`src/rtl/hts_pkg.sv`:
```
`timescale 1ns / 1ps

package hts_pkg;

    // Full circle in tenths of a degree.
    localparam int unsigned HEADING_FULL_SCALE = 3600;

    localparam logic [9:0] SPEED_MAX = 10'd1000;

    localparam logic [2:0] PH_IDLE     = 3'd0;
    localparam logic [2:0] PH_APPROACH = 3'd1;
    localparam logic [2:0] PH_PAUSE1   = 3'd2;
    localparam logic [2:0] PH_SPIN     = 3'd3;
    localparam logic [2:0] PH_PAUSE2   = 3'd4;
    localparam logic [2:0] PH_DEPART   = 3'd5;

    localparam int unsigned ADDR_W = 5;

    localparam logic [2:0] REG_CRUISE_SPEED = 3'd0;
    localparam logic [2:0] REG_SPIN_SPEED   = 3'd1;
    localparam logic [2:0] REG_APPROACH_MS  = 3'd2;
    localparam logic [2:0] REG_PAUSE_MS     = 3'd3;
    localparam logic [2:0] REG_SETTLE_MS    = 3'd4;
    localparam logic [2:0] REG_DEPART_MS    = 3'd5;
    localparam logic [2:0] REG_TURN_ANGLE   = 3'd6;

    typedef struct packed {
        logic        start_turn;
        logic        turn_left;
        logic [11:0] heading;
    } in_item_t;

    typedef struct packed {
        logic       a_forward;
        logic       a_reverse;
        logic [9:0] a_level;
        logic       b_forward;
        logic       b_reverse;
        logic [9:0] b_level;
        logic       busy_res;
        logic       done_res;
    } out_item_t;

    typedef struct packed {
        logic [9:0]  cruise_speed;
        logic [9:0]  spin_speed;
        logic [15:0] approach_ms;
        logic [15:0] pause_ms;
        logic [15:0] settle_ms;
        logic [15:0] depart_ms;
        logic [11:0] turn_angle;
    } cfg_t;

    typedef struct packed {
        logic [2:0]  phase;
        logic [15:0] phase_timer;
        logic [11:0] start_heading;
        logic [15:0] target_heading;
        logic        target_wrapped;
        logic        going_left;
    } seq_state_t;

endpackage

```
`src/rtl/heading_turn_sequencer.sv`:
```
`timescale 1ns / 1ps

// Turn-in-place sequencer for a two-motor robot, fed one item per millisecond
// tick. Each input item carries a start request, a turn direction and the
// compass heading; each accepted item yields exactly one result item with the
// direction pins and PWM levels of both motors plus busy and done flags.
// A start while idle runs approach, pause, spin, pause and depart, each timed
// in ticks by the registers on the APB port; the spin ends once the settle
// time has passed and the heading has crossed the target.
// The result of an item is valid in the cycle after it is accepted. Throughput
// is one item per cycle while the receiver does not stall, set by the single
// result register, which is refilled in the same cycle it is taken.
// When the receiver stalls, the result register holds its item and in_stall
// rises, so no item is lost. Reset puts the sequencer in idle, empties the
// result register and loads the default register values. Registers should be
// written only while the sequencer is idle.
module heading_turn_sequencer (
    input  logic                         clk,
    input  logic                         rst_n,
    input  logic                         in_valid,
    output logic                         in_stall,
    input  hts_pkg::in_item_t            in_data,
    output logic                         out_valid,
    input  logic                         out_stall,
    output hts_pkg::out_item_t           out_data,
    input  logic                         psel,
    input  logic                         penable,
    input  logic                         pwrite,
    input  logic [hts_pkg::ADDR_W-1:0]   paddr,
    input  logic [31:0]                  pwdata,
    output logic [31:0]                  prdata,
    output logic                         pready
);

    hts_pkg::cfg_t       cfg_reg;
    hts_pkg::seq_state_t state_reg;
    hts_pkg::seq_state_t state_next;
    hts_pkg::out_item_t  out_reg;
    hts_pkg::out_item_t  out_next;
    logic                out_valid_reg;
    logic                accept;
    logic                cfg_write;
    logic [2:0]          reg_idx;

    assign in_stall = out_valid_reg && out_stall;
    assign accept   = in_valid && !in_stall;

    assign out_valid = out_valid_reg;
    assign out_data  = out_reg;

    assign pready    = 1'b1;
    assign reg_idx   = paddr[hts_pkg::ADDR_W-1:2];
    assign cfg_write = psel && penable && pwrite && pready;

    hts_step u_step (
        .state      (state_reg),
        .cfg        (cfg_reg),
        .item       (in_data),
        .state_next (state_next),
        .result     (out_next)
    );

    always_ff @(posedge clk or negedge rst_n)
    begin
        if (!rst_n)
        begin
            cfg_reg.cruise_speed <= 10'd200;
            cfg_reg.spin_speed   <= 10'd100;
            cfg_reg.approach_ms  <= 16'd600;
            cfg_reg.pause_ms     <= 16'd500;
            cfg_reg.settle_ms    <= 16'd50;
            cfg_reg.depart_ms    <= 16'd500;
            cfg_reg.turn_angle   <= 12'd900;
        end
        else if (cfg_write)
        begin
            case (reg_idx)
                hts_pkg::REG_CRUISE_SPEED: cfg_reg.cruise_speed <= pwdata[9:0];
                hts_pkg::REG_SPIN_SPEED:   cfg_reg.spin_speed   <= pwdata[9:0];
                hts_pkg::REG_APPROACH_MS:  cfg_reg.approach_ms  <= pwdata[15:0];
                hts_pkg::REG_PAUSE_MS:     cfg_reg.pause_ms     <= pwdata[15:0];
                hts_pkg::REG_SETTLE_MS:    cfg_reg.settle_ms    <= pwdata[15:0];
                hts_pkg::REG_DEPART_MS:    cfg_reg.depart_ms    <= pwdata[15:0];
                hts_pkg::REG_TURN_ANGLE:   cfg_reg.turn_angle   <= pwdata[11:0];
                default:                   cfg_reg              <= cfg_reg;
            endcase
        end
    end

    always_comb
    begin
        case (reg_idx)
            hts_pkg::REG_CRUISE_SPEED: prdata = {22'd0, cfg_reg.cruise_speed};
            hts_pkg::REG_SPIN_SPEED:   prdata = {22'd0, cfg_reg.spin_speed};
            hts_pkg::REG_APPROACH_MS:  prdata = {16'd0, cfg_reg.approach_ms};
            hts_pkg::REG_PAUSE_MS:     prdata = {16'd0, cfg_reg.pause_ms};
            hts_pkg::REG_SETTLE_MS:    prdata = {16'd0, cfg_reg.settle_ms};
            hts_pkg::REG_DEPART_MS:    prdata = {16'd0, cfg_reg.depart_ms};
            hts_pkg::REG_TURN_ANGLE:   prdata = {20'd0, cfg_reg.turn_angle};
            default:                   prdata = '0;
        endcase
    end

    always_ff @(posedge clk or negedge rst_n)
    begin
        if (!rst_n)
        begin
            state_reg.phase          <= hts_pkg::PH_IDLE;
            state_reg.phase_timer    <= '0;
            state_reg.start_heading  <= '0;
            state_reg.target_heading <= '0;
            state_reg.target_wrapped <= 1'b0;
            state_reg.going_left     <= 1'b0;
            out_valid_reg            <= 1'b0;
        end
        else
        begin
            if (accept)
            begin
                state_reg     <= state_next;
                out_valid_reg <= 1'b1;
            end
            else if (!out_stall)
            begin
                out_valid_reg <= 1'b0;
            end
        end
    end

    always_ff @(posedge clk)
    begin
        if (accept)
        begin
            out_reg <= out_next;
        end
    end

endmodule

```
`src/rtl/hts_step.sv`:
```
`timescale 1ns / 1ps

module hts_step (
    input  hts_pkg::seq_state_t state,
    input  hts_pkg::cfg_t       cfg,
    input  hts_pkg::in_item_t   item,
    output hts_pkg::seq_state_t state_next,
    output hts_pkg::out_item_t  result
);

    localparam logic signed [17:0] FULL = 18'(hts_pkg::HEADING_FULL_SCALE);

    logic [2:0]         ph;
    logic [15:0]        tm;
    logic [11:0]        sh;
    logic [15:0]        th;
    logic               tw;
    logic               gl;
    logic               done;
    logic               spin_done;
    logic [15:0]        h16;
    logic signed [17:0] diff;
    logic [9:0]         cruise_lvl;
    logic [9:0]         spin_lvl;

    assign h16 = {4'd0, item.heading};
    assign cruise_lvl = (cfg.cruise_speed > hts_pkg::SPEED_MAX) ? hts_pkg::SPEED_MAX
                                                                 : cfg.cruise_speed;
    assign spin_lvl = (cfg.spin_speed > hts_pkg::SPEED_MAX) ? hts_pkg::SPEED_MAX
                                                             : cfg.spin_speed;

    always_comb
    begin
        ph   = state.phase;
        tm   = state.phase_timer;
        sh   = state.start_heading;
        th   = state.target_heading;
        tw   = state.target_wrapped;
        gl   = state.going_left;
        done = 1'b0;
        diff = '0;
        spin_done = 1'b0;

        if (ph == hts_pkg::PH_IDLE && item.start_turn)
        begin
            gl = item.turn_left;
            ph = hts_pkg::PH_APPROACH;
            tm = '0;
        end

        if (ph > hts_pkg::PH_DEPART)
        begin
            ph = hts_pkg::PH_IDLE;
            tm = '0;
        end

        // Phases only move forward, so the whole chain of handovers within
        // one item is a fixed sequence of checks.
        if (ph == hts_pkg::PH_APPROACH && tm >= cfg.approach_ms)
        begin
            ph = hts_pkg::PH_PAUSE1;
            tm = '0;
        end

        if (ph == hts_pkg::PH_PAUSE1 && tm >= cfg.pause_ms)
        begin
            sh = item.heading;
            tw = 1'b0;
            if (gl)
            begin
                diff = $signed({6'd0, item.heading}) - $signed({6'd0, cfg.turn_angle});
                if (diff < 0)
                begin
                    diff = diff + FULL;
                    tw   = 1'b1;
                end
            end
            else
            begin
                diff = $signed({6'd0, item.heading}) + $signed({6'd0, cfg.turn_angle});
                if (diff > FULL)
                begin
                    diff = diff - FULL;
                    tw   = 1'b1;
                end
            end
            if (diff < 0)
            begin
                diff = '0;
            end
            th = diff[15:0];
            ph = hts_pkg::PH_SPIN;
            tm = '0;
        end

        if (gl)
        begin
            if (tw)
            begin
                spin_done = (item.heading >= sh) && (h16 <= th);
            end
            else
            begin
                spin_done = (item.heading >= sh) || (h16 <= th);
            end
        end
        else
        begin
            if (tw)
            begin
                spin_done = (item.heading <= sh) && (h16 >= th);
            end
            else
            begin
                spin_done = (item.heading <= sh) || (h16 >= th);
            end
        end

        if (ph == hts_pkg::PH_SPIN && tm >= cfg.settle_ms && spin_done)
        begin
            ph = hts_pkg::PH_PAUSE2;
            tm = '0;
        end

        if (ph == hts_pkg::PH_PAUSE2 && tm >= cfg.pause_ms)
        begin
            ph = hts_pkg::PH_DEPART;
            tm = '0;
        end

        if (ph == hts_pkg::PH_DEPART && tm >= cfg.depart_ms)
        begin
            ph   = hts_pkg::PH_IDLE;
            tm   = '0;
            done = 1'b1;
        end

        result = '0;
        case (ph)
            hts_pkg::PH_APPROACH, hts_pkg::PH_DEPART:
            begin
                result.a_forward = (cruise_lvl != '0);
                result.a_level   = cruise_lvl;
                result.b_forward = (cruise_lvl != '0);
                result.b_level   = cruise_lvl;
            end
            hts_pkg::PH_SPIN:
            begin
                result.a_forward = !gl && (spin_lvl != '0);
                result.a_reverse = gl && (spin_lvl != '0);
                result.a_level   = spin_lvl;
                result.b_forward = gl && (spin_lvl != '0);
                result.b_reverse = !gl && (spin_lvl != '0);
                result.b_level   = spin_lvl;
            end
            default:
            begin
                result.a_level = '0;
            end
        endcase
        result.busy_res = (ph != hts_pkg::PH_IDLE);
        result.done_res = done;

        if (ph != hts_pkg::PH_IDLE && tm != 16'hFFFF)
        begin
            tm = tm + 16'd1;
        end

        state_next.phase          = ph;
        state_next.phase_timer    = tm;
        state_next.start_heading  = sh;
        state_next.target_heading = th;
        state_next.target_wrapped = tw;
        state_next.going_left     = gl;
    end

endmodule

```
`config.mk`:
```
export PLATFORM = sky130hd
export DESIGN_NAME = heading_turn_sequencer
export DESIGN_NICKNAME = d
export VERILOG_FILES = /design/src/rtl/hts_pkg.sv /design/src/rtl/heading_turn_sequencer.sv /design/src/rtl/hts_step.sv
export SDC_FILE = /design/constraint.sdc
export NUM_CORES = 1
export LEC_CHECK = 0
export ABC_AREA = 1
export BUFFER_PORTS_ARGS = -buffer_cell sky130_fd_sc_hd__buf_2
export CAP_MARGIN = 10
export CORE_ASPECT_RATIO = 0.5
export CORE_MARGIN = 5
export CORE_UTILIZATION = 55
export CTS_CLUSTER_DIAMETER = 40
export CTS_CLUSTER_SIZE = 24
export DETAILED_ROUTE_END_ITERATION = 12
export PLACE_DENSITY = 0.75
export SLEW_MARGIN = 20
export SYNTH_ARGS = -nofsm -noshare
export SYNTH_HDL_FRONTEND = slang
export SYNTH_SLANG_ARGS = --single-unit
export TNS_END_PERCENT = 5
```
`constraint.sdc`:
```
create_clock -name clk -period 15.35 [get_ports clk]
set_clock_uncertainty 0.1 [all_clocks]
set_input_delay 3.07 -clock clk [delete_from_list [all_inputs] [get_ports clk]]
set_output_delay 3.07 -clock clk [all_outputs]
set_load 0.03 [all_outputs]
```
==> run metrics, run 1 <==
fill count roughly 2100; Setup CP Type input port to flop; Layout Area Growth over Synthesis 10.1%; delay of the slowest cell on the worst path 0.34 ns; Yosys warning total 0; Post-synth EDFFs 16; Synth Register Bits 162; vias in the first global route roughly 12000; cts repair resizes 0; Sequential Area 4170 um2; Synth cell types 60; post-CTS setup buffer count 0; total grt overflow 0; CP most frequent cell nand2_1; CP max FO 24; DP HPWL between 20000 and 30000 um; Max Fclk just over 0.07 GHz; Max VDD drop 0.0000872 V; GR Util All Layers 0.283; Max Slew Vio Count 0; clk sinks roughly 160; CORE AREA ~23000 um2; period utilisation layout 0.922; Final Wtd Congestion roughly 0.97; H-tree depth 4; Fin. Hold Viols 0; nets just over 2000; Fin Setup TNS 0 ns; clk_lat worst skew between 0.4 and 0.5 ns; first-pass GRT wire length a little over 60000 um; outcome complete, no violations; number of remaining DRC errors 0; fraction of registers with async set/reset 0.901; CP arrival 14.44 ns; vias per inst about 5.6; Post-Route Hold Slack 0.372 ns; RSZ-0062 raised after global routing no; Max-Cap Viols 0; worst min path class flop to flop; startpoint types input port; pwr/cell area around 140 nW/um2; Site Rows 39; crit end category flop; final setup fails 0; Worst-path clk slew approximately 0.07 ns; Post-Synthesis Cells 1797; Slew @ Worst Pin 1.16 ns; Synth Flop Type dfrtp_1; CTS buffer count 17; ANT nets after route 0; Post-Syn Area 12800 um2; drt first pass iters 6; CTS tree yes; Root Driver clkbuf_16; post-DR wirelength/cell between 15 and 20 um; Total Wirelength 37400 um; max-slew headroom at the worst pin 0.220; CP Data Required Time 15.64 ns; initial antenna violation count 0; clock buffer depth 2; average instance area after synthesis a little over 7 um2; Final Power between 0.002 and 0.0025 W; Ports about 120; Die Height approximately 120 um; n_diodes 0; Crit-path slowest cell a21oi_1; share of cells above drive strength 1 0.122; multi-input logic area between 7000 and 8000 um2; Starting Density 0.561; DIE AREA 26700 um2; die width 226 um; Largest register FFs 96; LEAKAGE 7.37 nW; port bufs a little over 80; largest net degree at the start of global routing a little under 90; Hold Buf Count CTS 0; Final Critical Period between 10 and 15 ns; via count around 12000; register area share after synthesis 0.325; First DRT Iteration DRCs ~1300
logic make-up after synthesis:
| family | count (synthesis) | synth area share |
|---|---|---|
| AO/OA/AOI/OAI | 391 | 0.177 |
| XOR/XNOR | 19 | 0.0141 |
| adder cells (fa/ha/maj) | 131 | 0.129 |
| buffers and inverters | 371 | 0.120 |
| flip-flops | 162 | 0.325 |
| other | 2 | 0.000585 |
| AND/OR/NAND/NOR | 721 | 0.235 |
per-stage QoR:
stage,utilization,setup slack (ns),std cells,instance area (um2)
finish,0.617,1.19,2176,14100
global route,0.617,0.0515,2176,14100
CTS,0.616,1.05,2176,14100
detailed placement,0.589,0.678,2144,13500
global placement,0.589,0.766,2144,13500
floorplan,-,1.05,1812,12900
final cells by class:
type,count,share of cell area
clock inverter,12,0.0108
clock buffer,20,0.0331
sequential,162,0.295
tap,307,0.0272
timing repair buffer,109,0.0454
inverter,287,0.0764
multi-input combinational,1279,0.512
power by group:
group	switching (W)	internal [W]	total, W	leakage, nW
Sequential	0.0000602	0.000558	0.000618	1.91
Clock	0.000186	0.000270	0.000456	0.298
Combinational	0.000633	0.000310	0.000944	5.16
cells in the mapped netlist, types with 16 or more instances:
library cell / count / area share
nand2_1: 438 / 0.13
inv_1: 274 / 0.080
o21ai_0: 188 / 0.073
ha_1: 129 / 0.13
nor2_1: 127 / 0.037
dfrtp_1: 117 / 0.23
a21oi_1: 74 / 0.029
nand3_1: 57 / 0.022
clkbuf_1: 41 / 0.012
nor3_1: 35 / 0.014
o22ai_1: 35 / 0.017
dfstp_2: 29 / 0.059
buf_4: 27 / 0.016
o211ai_1: 22 / 0.013
nand4_1: 19 / 0.0093
edfxtp_1: 16 / 0.037
routing by layer:
layer | track usage | vias up | share of wire
met3 | 0.0750 | 70 | 0.093
met5 | 0 | - | 0
met4 | 0.0864 | 0 | 0.025
met2 | 0.427 | 515 | 0.43
met1 | 0.398 | 5632 | 0.45
li1 | - | 5984 | -
cells in the final DEF (no fill, tap or decap), types with 19 or more instances in the layout:
cell      netlist  layout
a21oi_1        74      74
nand3_1        57      57
dfstp_2        29      29
o22ai_1        35      35
nor2_1        127     122
nand4_1        19      19
o211ai_1       22      22
inv_1         274     274
nand2_1       438     438
nor3_1         35      34
ha_1          129     129
dfrtp_1       117     117
o21ai_0       188     188
buf_4          27      24
buf_2           6      82
worst paths after layout:
| kind | startpoint | endpoint | slack, ns | depth (start not counted) |
|---|---|---|---|---|
| min reg2reg | state_reg[15] | state_reg[15] | 0.37 | 2 |
| max in group asynchronous | rst_n | state_reg[28] | 11.20 | 2 |
| max | in_data[13] | state_reg[44] | 1.19 | 84 |
| min | state_reg[15] | state_reg[15] | 0.37 | 2 |
| min in group asynchronous | rst_n | cfg_reg[40] | 2.58 | 1 |
| max reg2reg | state_reg[48] | state_reg[44] | 3.29 | 88 |
worst max-delay path: cells and delay by family:
| kind | cells | cell delay, ns |
|---|---|---|
| AOI/OAI and AO/OA | 24 | 3.82 |
| adders and majority gates | 6 | 1.42 |
| buffers and inverters | 13 | 1.43 |
| and+or+nand+nor | 41 | 4.68 |
(Power assumes the default switching activity.)
==> inputs of run 2 (changes only) <==
--- a/config.mk
+++ b/config.mk
@@ -8,14 +8,12 @@
 export ABC_AREA = 1
 export BUFFER_PORTS_ARGS = -buffer_cell sky130_fd_sc_hd__buf_2
 export CAP_MARGIN = 10
-export CORE_ASPECT_RATIO = 0.5
 export CORE_MARGIN = 5
 export CORE_UTILIZATION = 55
 export CTS_CLUSTER_DIAMETER = 40
 export CTS_CLUSTER_SIZE = 24
 export DETAILED_ROUTE_END_ITERATION = 12
 export PLACE_DENSITY = 0.75
-export SLEW_MARGIN = 20
 export SYNTH_ARGS = -nofsm -noshare
 export SYNTH_HDL_FRONTEND = slang
 export SYNTH_SLANG_ARGS = --single-unit
==> run 2 against run 1 <==
Net effect: cell count rose by 1.4%; via count rose by 0.65%; count of clock-buffer cells in the layout shrank 3; power increased by 1.2%; sequential cell count unchanged; largest cell class unchanged; routed wire length up 3.5%.
==> run metrics, run 2 (synthesized netlist as in run 1, its figures left out) <==
outcome complete, no violations; Max Slew Vio Count 0; startpoint types input port; DP HPWL 29800 um; most frequent cells in the layout nand2_1, inv_1, o21ai_0; clk_lat worst skew around 0.45 ns; number of remaining DRC errors 0; clk sinks 162; largest net degree at the start of global routing 79; Sequential Area 4170 um2; Largest register FFs between 90 and 100; H-tree depth 4; vias in the first global route 11900; delay of the slowest cell on the worst path about 0.32 ns; CP Data Required Time 15.58 ns; initial antenna violation count 0; CP max FO 17; Max-Cap Viols 0; Hold Buf Count CTS 0; LEAKAGE 7.48 nW; DIE AREA 26500 um2; Max VDD drop around 0.000085 V; die width between 150 and 200 um; First DRT Iteration DRCs about 1000; ANT nets after route 0; clock buffer depth 2; Site Rows between 50 and 60; multi-input logic area around 7200 um2; period utilisation layout 0.918; Fin. Hold Viols 0; CTS buffer count 17; drt first pass iters 6; dpl cells approximately 2200; fill count 2190; crit end category flop; Ports 119; Final Critical Period 14.09 ns; Final Wtd Congestion around 0.97; final setup fails 0; CTS tree yes; via count 12300; Total Wirelength a little under 40000 um; CORE AREA between 20000 and 25000 um2; post-DR wirelength/cell roughly 18 um; most common cell after layout, fill and taps aside nand2_1; Starting Density 0.552; CP most frequent cell nand2_1; share of cells above drive strength 1 0.131; port bufs 83; worst min path class flop to flop; first-pass GRT wire length roughly 62000 um; total grt overflow 0; nets between 2000 and 2500; GR Util All Layers 0.296; Finished Layout Cells between 2000 and 2500; max-slew headroom at the worst pin 0.192; Max Fclk 0.0710 GHz; Worst-path clk slew about 0.070 ns; Fin Setup TNS 0 ns; CP arrival 14.31 ns; r2r setup slk about 3.3 ns; Crit-path slowest cell o221ai_1; Die Height roughly 160 um; Setup CP Type input port to flop; n_diodes 0; pwr/cell area approximately 140 nW/um2; Root Driver clkbuf_16; vias per inst 5.56; RSZ-0062 raised after global routing no; Slew @ Worst Pin around 1.2 ns; Layout Area Growth over Synthesis 11.5%
-- run 2: cell types whose count changed in the layout (fill, tap and decap cells not counted), sizes merged --
cell,before,now
clkbuf,20,17
bufinv,3,0
inv,284,290
clkinvlp,1,0
buf,109,128
clkinv,11,12
-- run 2: final timing paths --
| check | from | to | depth (start not counted) |
|---|---|---|---|
| min | state_reg[15] | state_reg[15] | 2 |
| max | in_data[13] | state_reg[36] | 94 |
| max reg2reg | state_reg[48] | state_reg[36] | 94 |
| max in group asynchronous | rst_n | cfg_reg[37] | 2 |
| min reg2reg | state_reg[15] | state_reg[15] | 2 |
| min in group asynchronous | rst_n | state_reg[22] | 1 |
-- run 2: what timing repair did --
| action | in CTS | in global routing |
|---|---|---|
| setup buffers | 0 | 0 |
| setup endpoints to repair | 0 | 16 |
| gates resized for setup | 0 | 3 |
-- run 2: cell type report --
class,instances,area share
Tap cell,319,0.0279
Clock inverter,15,0.0151
Inverter,287,0.0754
Multi-Input combinational cell,1279,0.504
Clock buffer,17,0.0297
Sequential cell,162,0.291
Timing Repair Buffer,128,0.0564
-- run 2: metrics by stage --
step	hold WS, ns	setup slack [ns]	instance area [um2]	utilization	power (W)
global placement	0.346	0.846	13600	0.586	0.00154
finish	0.362	1.26	14300	0.616	0.00204
CTS	0.370	1.08	14300	0.613	0.00203
global route	0.399	0.0697	14300	0.616	0.00219
detailed placement	0.346	0.711	13600	0.586	0.00157
floorplan	0.328	1.05	12900	-	0.00129
-- run 2: critical path, delay by kind of cell --
family | cells | cell delay [ns]
AND/OR/NAND/NOR | 54 | 5.16
buffers and inverters | 16 | 1.45
AO/OA/AOI/OAI | 18 | 3.08
adder cells (fa/ha/maj) | 6 | 1.54
-- run 2: report_power, final --
group	total, W	internal (W)	switching, W
combinational	0.000954	0.000322	0.000632
clock	0.000468	0.000228	0.000239
sequential	0.000619	0.000557	0.0000621
-- run 2: metal layers --
metal | global-route usage | share of wire | wire (um) | up-vias
met4 | 0.140 | 0.050 | 1940 | 0
met3 | 0.0332 | 0.056 | 2160 | 112
li1 | - | - | - | 6024
met2 | 0.503 | 0.48 | 18500 | 446
met1 | 0.376 | 0.42 | 16100 | 5698
met5 | 0 | 0 | 0 | -
==> inputs of run 3 (changes only) <==
--- a/config.mk
+++ b/config.mk
@@ -5,7 +5,7 @@
 export SDC_FILE = /design/constraint.sdc
 export NUM_CORES = 1
 export LEC_CHECK = 0
-export ABC_AREA = 1
+export ABC_AREA = 0
 export BUFFER_PORTS_ARGS = -buffer_cell sky130_fd_sc_hd__buf_2
 export CAP_MARGIN = 10
 export CORE_MARGIN = 5
==> run 3 against run 2 <==
Net effect: count of clock-buffer cells in the layout is 1 higher; die area up 2.5%; synthesized area up 2.7%; non-clock buffer count increased by 90; utilization grew 4.2 points; hold slack better by 0.033 ns; routed wire length is 9.8% higher; critical endpoint is now state_reg[38]; highest routed layer unchanged.
==> run metrics, run 3 <==
area leader, netlist dfrtp_1; Final Critical Period around 15 ns; pwr/cell area roughly 140 nW/um2; die width 165 um; delay of the slowest cell on the worst path 0.46 ns; CP arrival about 15 ns; synth cell count leaders nand2_1, o21ai_0, ha_1; max-slew headroom at the worst pin 0.260; Largest register FFs 96; LEAKAGE about 7.3 nW; Layout Area Growth over Synthesis 17.4%; Worst-path clk slew about 0.07 ns; Synth Register Bits about 160; share of cells above drive strength 1 0.235; largest net degree at the start of global routing around 100; Synth Area in Simple Gates 0.186; register area share after synthesis 0.316; port bufs 83; Crit-path slowest cell a2111o_1; dpl cells just under 2000; post-synthesis mux area share 0.0573; vias per inst roughly 6.2; DIE AREA ~27000 um2; number of remaining DRC errors 0; Post-Route Hold Slack approximately 0.40 ns; Root Driver clkbuf_16; Post-Syn Area 13200 um2; first-pass GRT wire length around 65000 um; main combinational cell family by area after synthesis compound AO/OA/AOI/OAI gates; via count 12500; vias in the first global route about 12000; Yosys warning total 0; average instance area after synthesis around 8.6 um2; worst min path class flop to flop; Site Rows 56; CORE AREA between 20000 and 25000 um2; complex-gate fraction of the synthesized area 0.223; CP most frequent cell ha_1; Post-synth EDFFs 16; Fin. Hold Viols 0; CP Data Required Time roughly 16 ns; Total Wirelength 42500 um; fraction of registers with async set/reset 0.901; pre-CTS setup slack -0.676 ns; CTS tree yes; crit end category flop; Post-Synth XOR/XNOR Area 0.0193; Ports roughly 120; period utilisation layout 0.974; count leader, synth nand2_1; CTS buffer count 17; Starting Density 0.560; DP HPWL roughly 32000 um; outcome complete, no violations; crit-path leading delay family compound AO/OA/AOI/OAI gates; Slew @ Worst Pin around 1.1 ns; CP max FO 8; Finished Layout Cells roughly 2000; First DRT Iteration DRCs roughly 1100; GR Util All Layers 0.311; Setup CP Type input port to flop; fill count between 1500 and 2000; Hold Buf Count CTS 0; Final Wtd Congestion about 0.98; internal power roughly 0.0013 W; ANT nets after route 0; clock buffer depth 2; total grt overflow 0; drt first pass iters 6; Reg power frac 0.282; clk_lat worst skew between 0.4 and 0.5 ns; Synth area leaders dfrtp_1, ha_1, dfstp_2, o21ai_0, nand2_1; nets ~1900; switch share 0.439; Final Power 0.00223 W; initial antenna violation count 0; Max-Cap Viols 0; n_diodes 0; clk sinks between 150 and 200; Synth Flop Type dfrtp_1; post-DR wirelength/cell 21.0 um; most common cell after layout, fill and taps aside nand2_1; Die Height 165 um; Post-Synthesis Cells 1539; clock share of power 0.192; Max VDD drop about 0.000097 V; final worst slack roughly 0.39 ns; most frequent cells in the layout nand2_1, o21ai_0, ha_1, buf_4, dfrtp_1; startpoint types input port; switching power roughly 0.00098 W; Adder-Cell Fraction of Synth Area 0.125; Comb pwr share 0.526; Max Fclk between 0.06 and 0.07 GHz; final setup fails 0; Max Slew Vio Count 0; Synth cell types between 90 and 100; buffers plus inverters on the worst setup path 10; share of the synthesized area in the top cell type 0.222; H-tree depth 4
-- run 3: cells by family (layout without fill, tap and decap cells) --
family	count (synthesis)	count (layout)
buffers and inverters	212	366
other	2	17
xor gates and xnor gates	29	29
adders and majority gates	131	131
DFF	162	162
muxes	68	68
AOI/OAI and AO/OA	433	433
and+or+nand+nor	502	502
-- run 3: metal layers --
metal  vias up  global-route usage  wire [um]  share of wire
met4         0               0.161       2440          0.057
met5         -                   0          0              0
li1       5833                   -          -              -
met3       143              0.0392       2430          0.057
met2       545               0.534      21000           0.50
met1      5947               0.383      16600           0.39
-- run 3: cell type report --
| cell class | instances | area, um2 | share of cell area |
|---|---|---|---|
| Clock buffer | 18 | 429 | 0.0277 |
| Sequential cell | 162 | 4170 | 0.269 |
| Tap cell | 319 | 399 | 0.0258 |
| Timing Repair Buffer | 218 | 1490 | 0.0961 |
| Clock inverter | 14 | 148 | 0.00954 |
| Multi-Input combinational cell | 1180 | 8400 | 0.543 |
| Inverter | 116 | 439 | 0.0284 |
-- run 3: path summary, 6_finish.rpt --
check | start | endpoint | slack, ns | depth (start not counted)
max | in_data[13] | state_reg[38] | 0.39 | 67
min | state_reg[41] | state_reg[41] | 0.40 | 2
max reg2reg | state_reg[47] | state_reg[38] | 2.08 | 66
min reg2reg | state_reg[41] | state_reg[41] | 0.40 | 2
max in group asynchronous | rst_n | out_valid | 11.24 | 2
min in group asynchronous | rst_n | state_reg[26] | 2.58 | 1
-- run 3: power groups by stage --
stage          clock network, W  registers [W]  logic (W)
5_1_grt                0.000448       0.000641    0.00128
3_5_place_dp                  0       0.000632    0.00109
3_3_place_gp                  0       0.000629    0.00106
2_1_floorplan                 0       0.000618   0.000747
4_1_cts                0.000429       0.000626    0.00111
6_report               0.000428       0.000630    0.00117
-- run 3: tightest hold or removal path, delay by kind of cell, from the launching register on --
family / cells / cell delay (ns)
DFF: 1 / 0.35
AOI/OAI and AO/OA: 1 / 0.06
and+or+nand+nor: 1 / 0.05
-- run 3: timing repair --
item	4_1_cts	5_1_grt
setup endpoints to repair	16	16
pin swaps	0	14
resized for setup	10	58
gates cloned	0	0
buffers inserted	0	7
-- run 3: metrics by stage --
stage | setup TNS [ns] | instance area, um2 | util
2_1_floorplan | 0 | 13300 | -
3_3_place_gp | -6.21 | 14500 | 0.618
3_5_place_dp | -7.62 | 14500 | 0.618
4_1_cts | 0 | 15200 | 0.644
5_1_grt | -2.05 | 15500 | 0.657
6_report | 0 | 15500 | 0.657
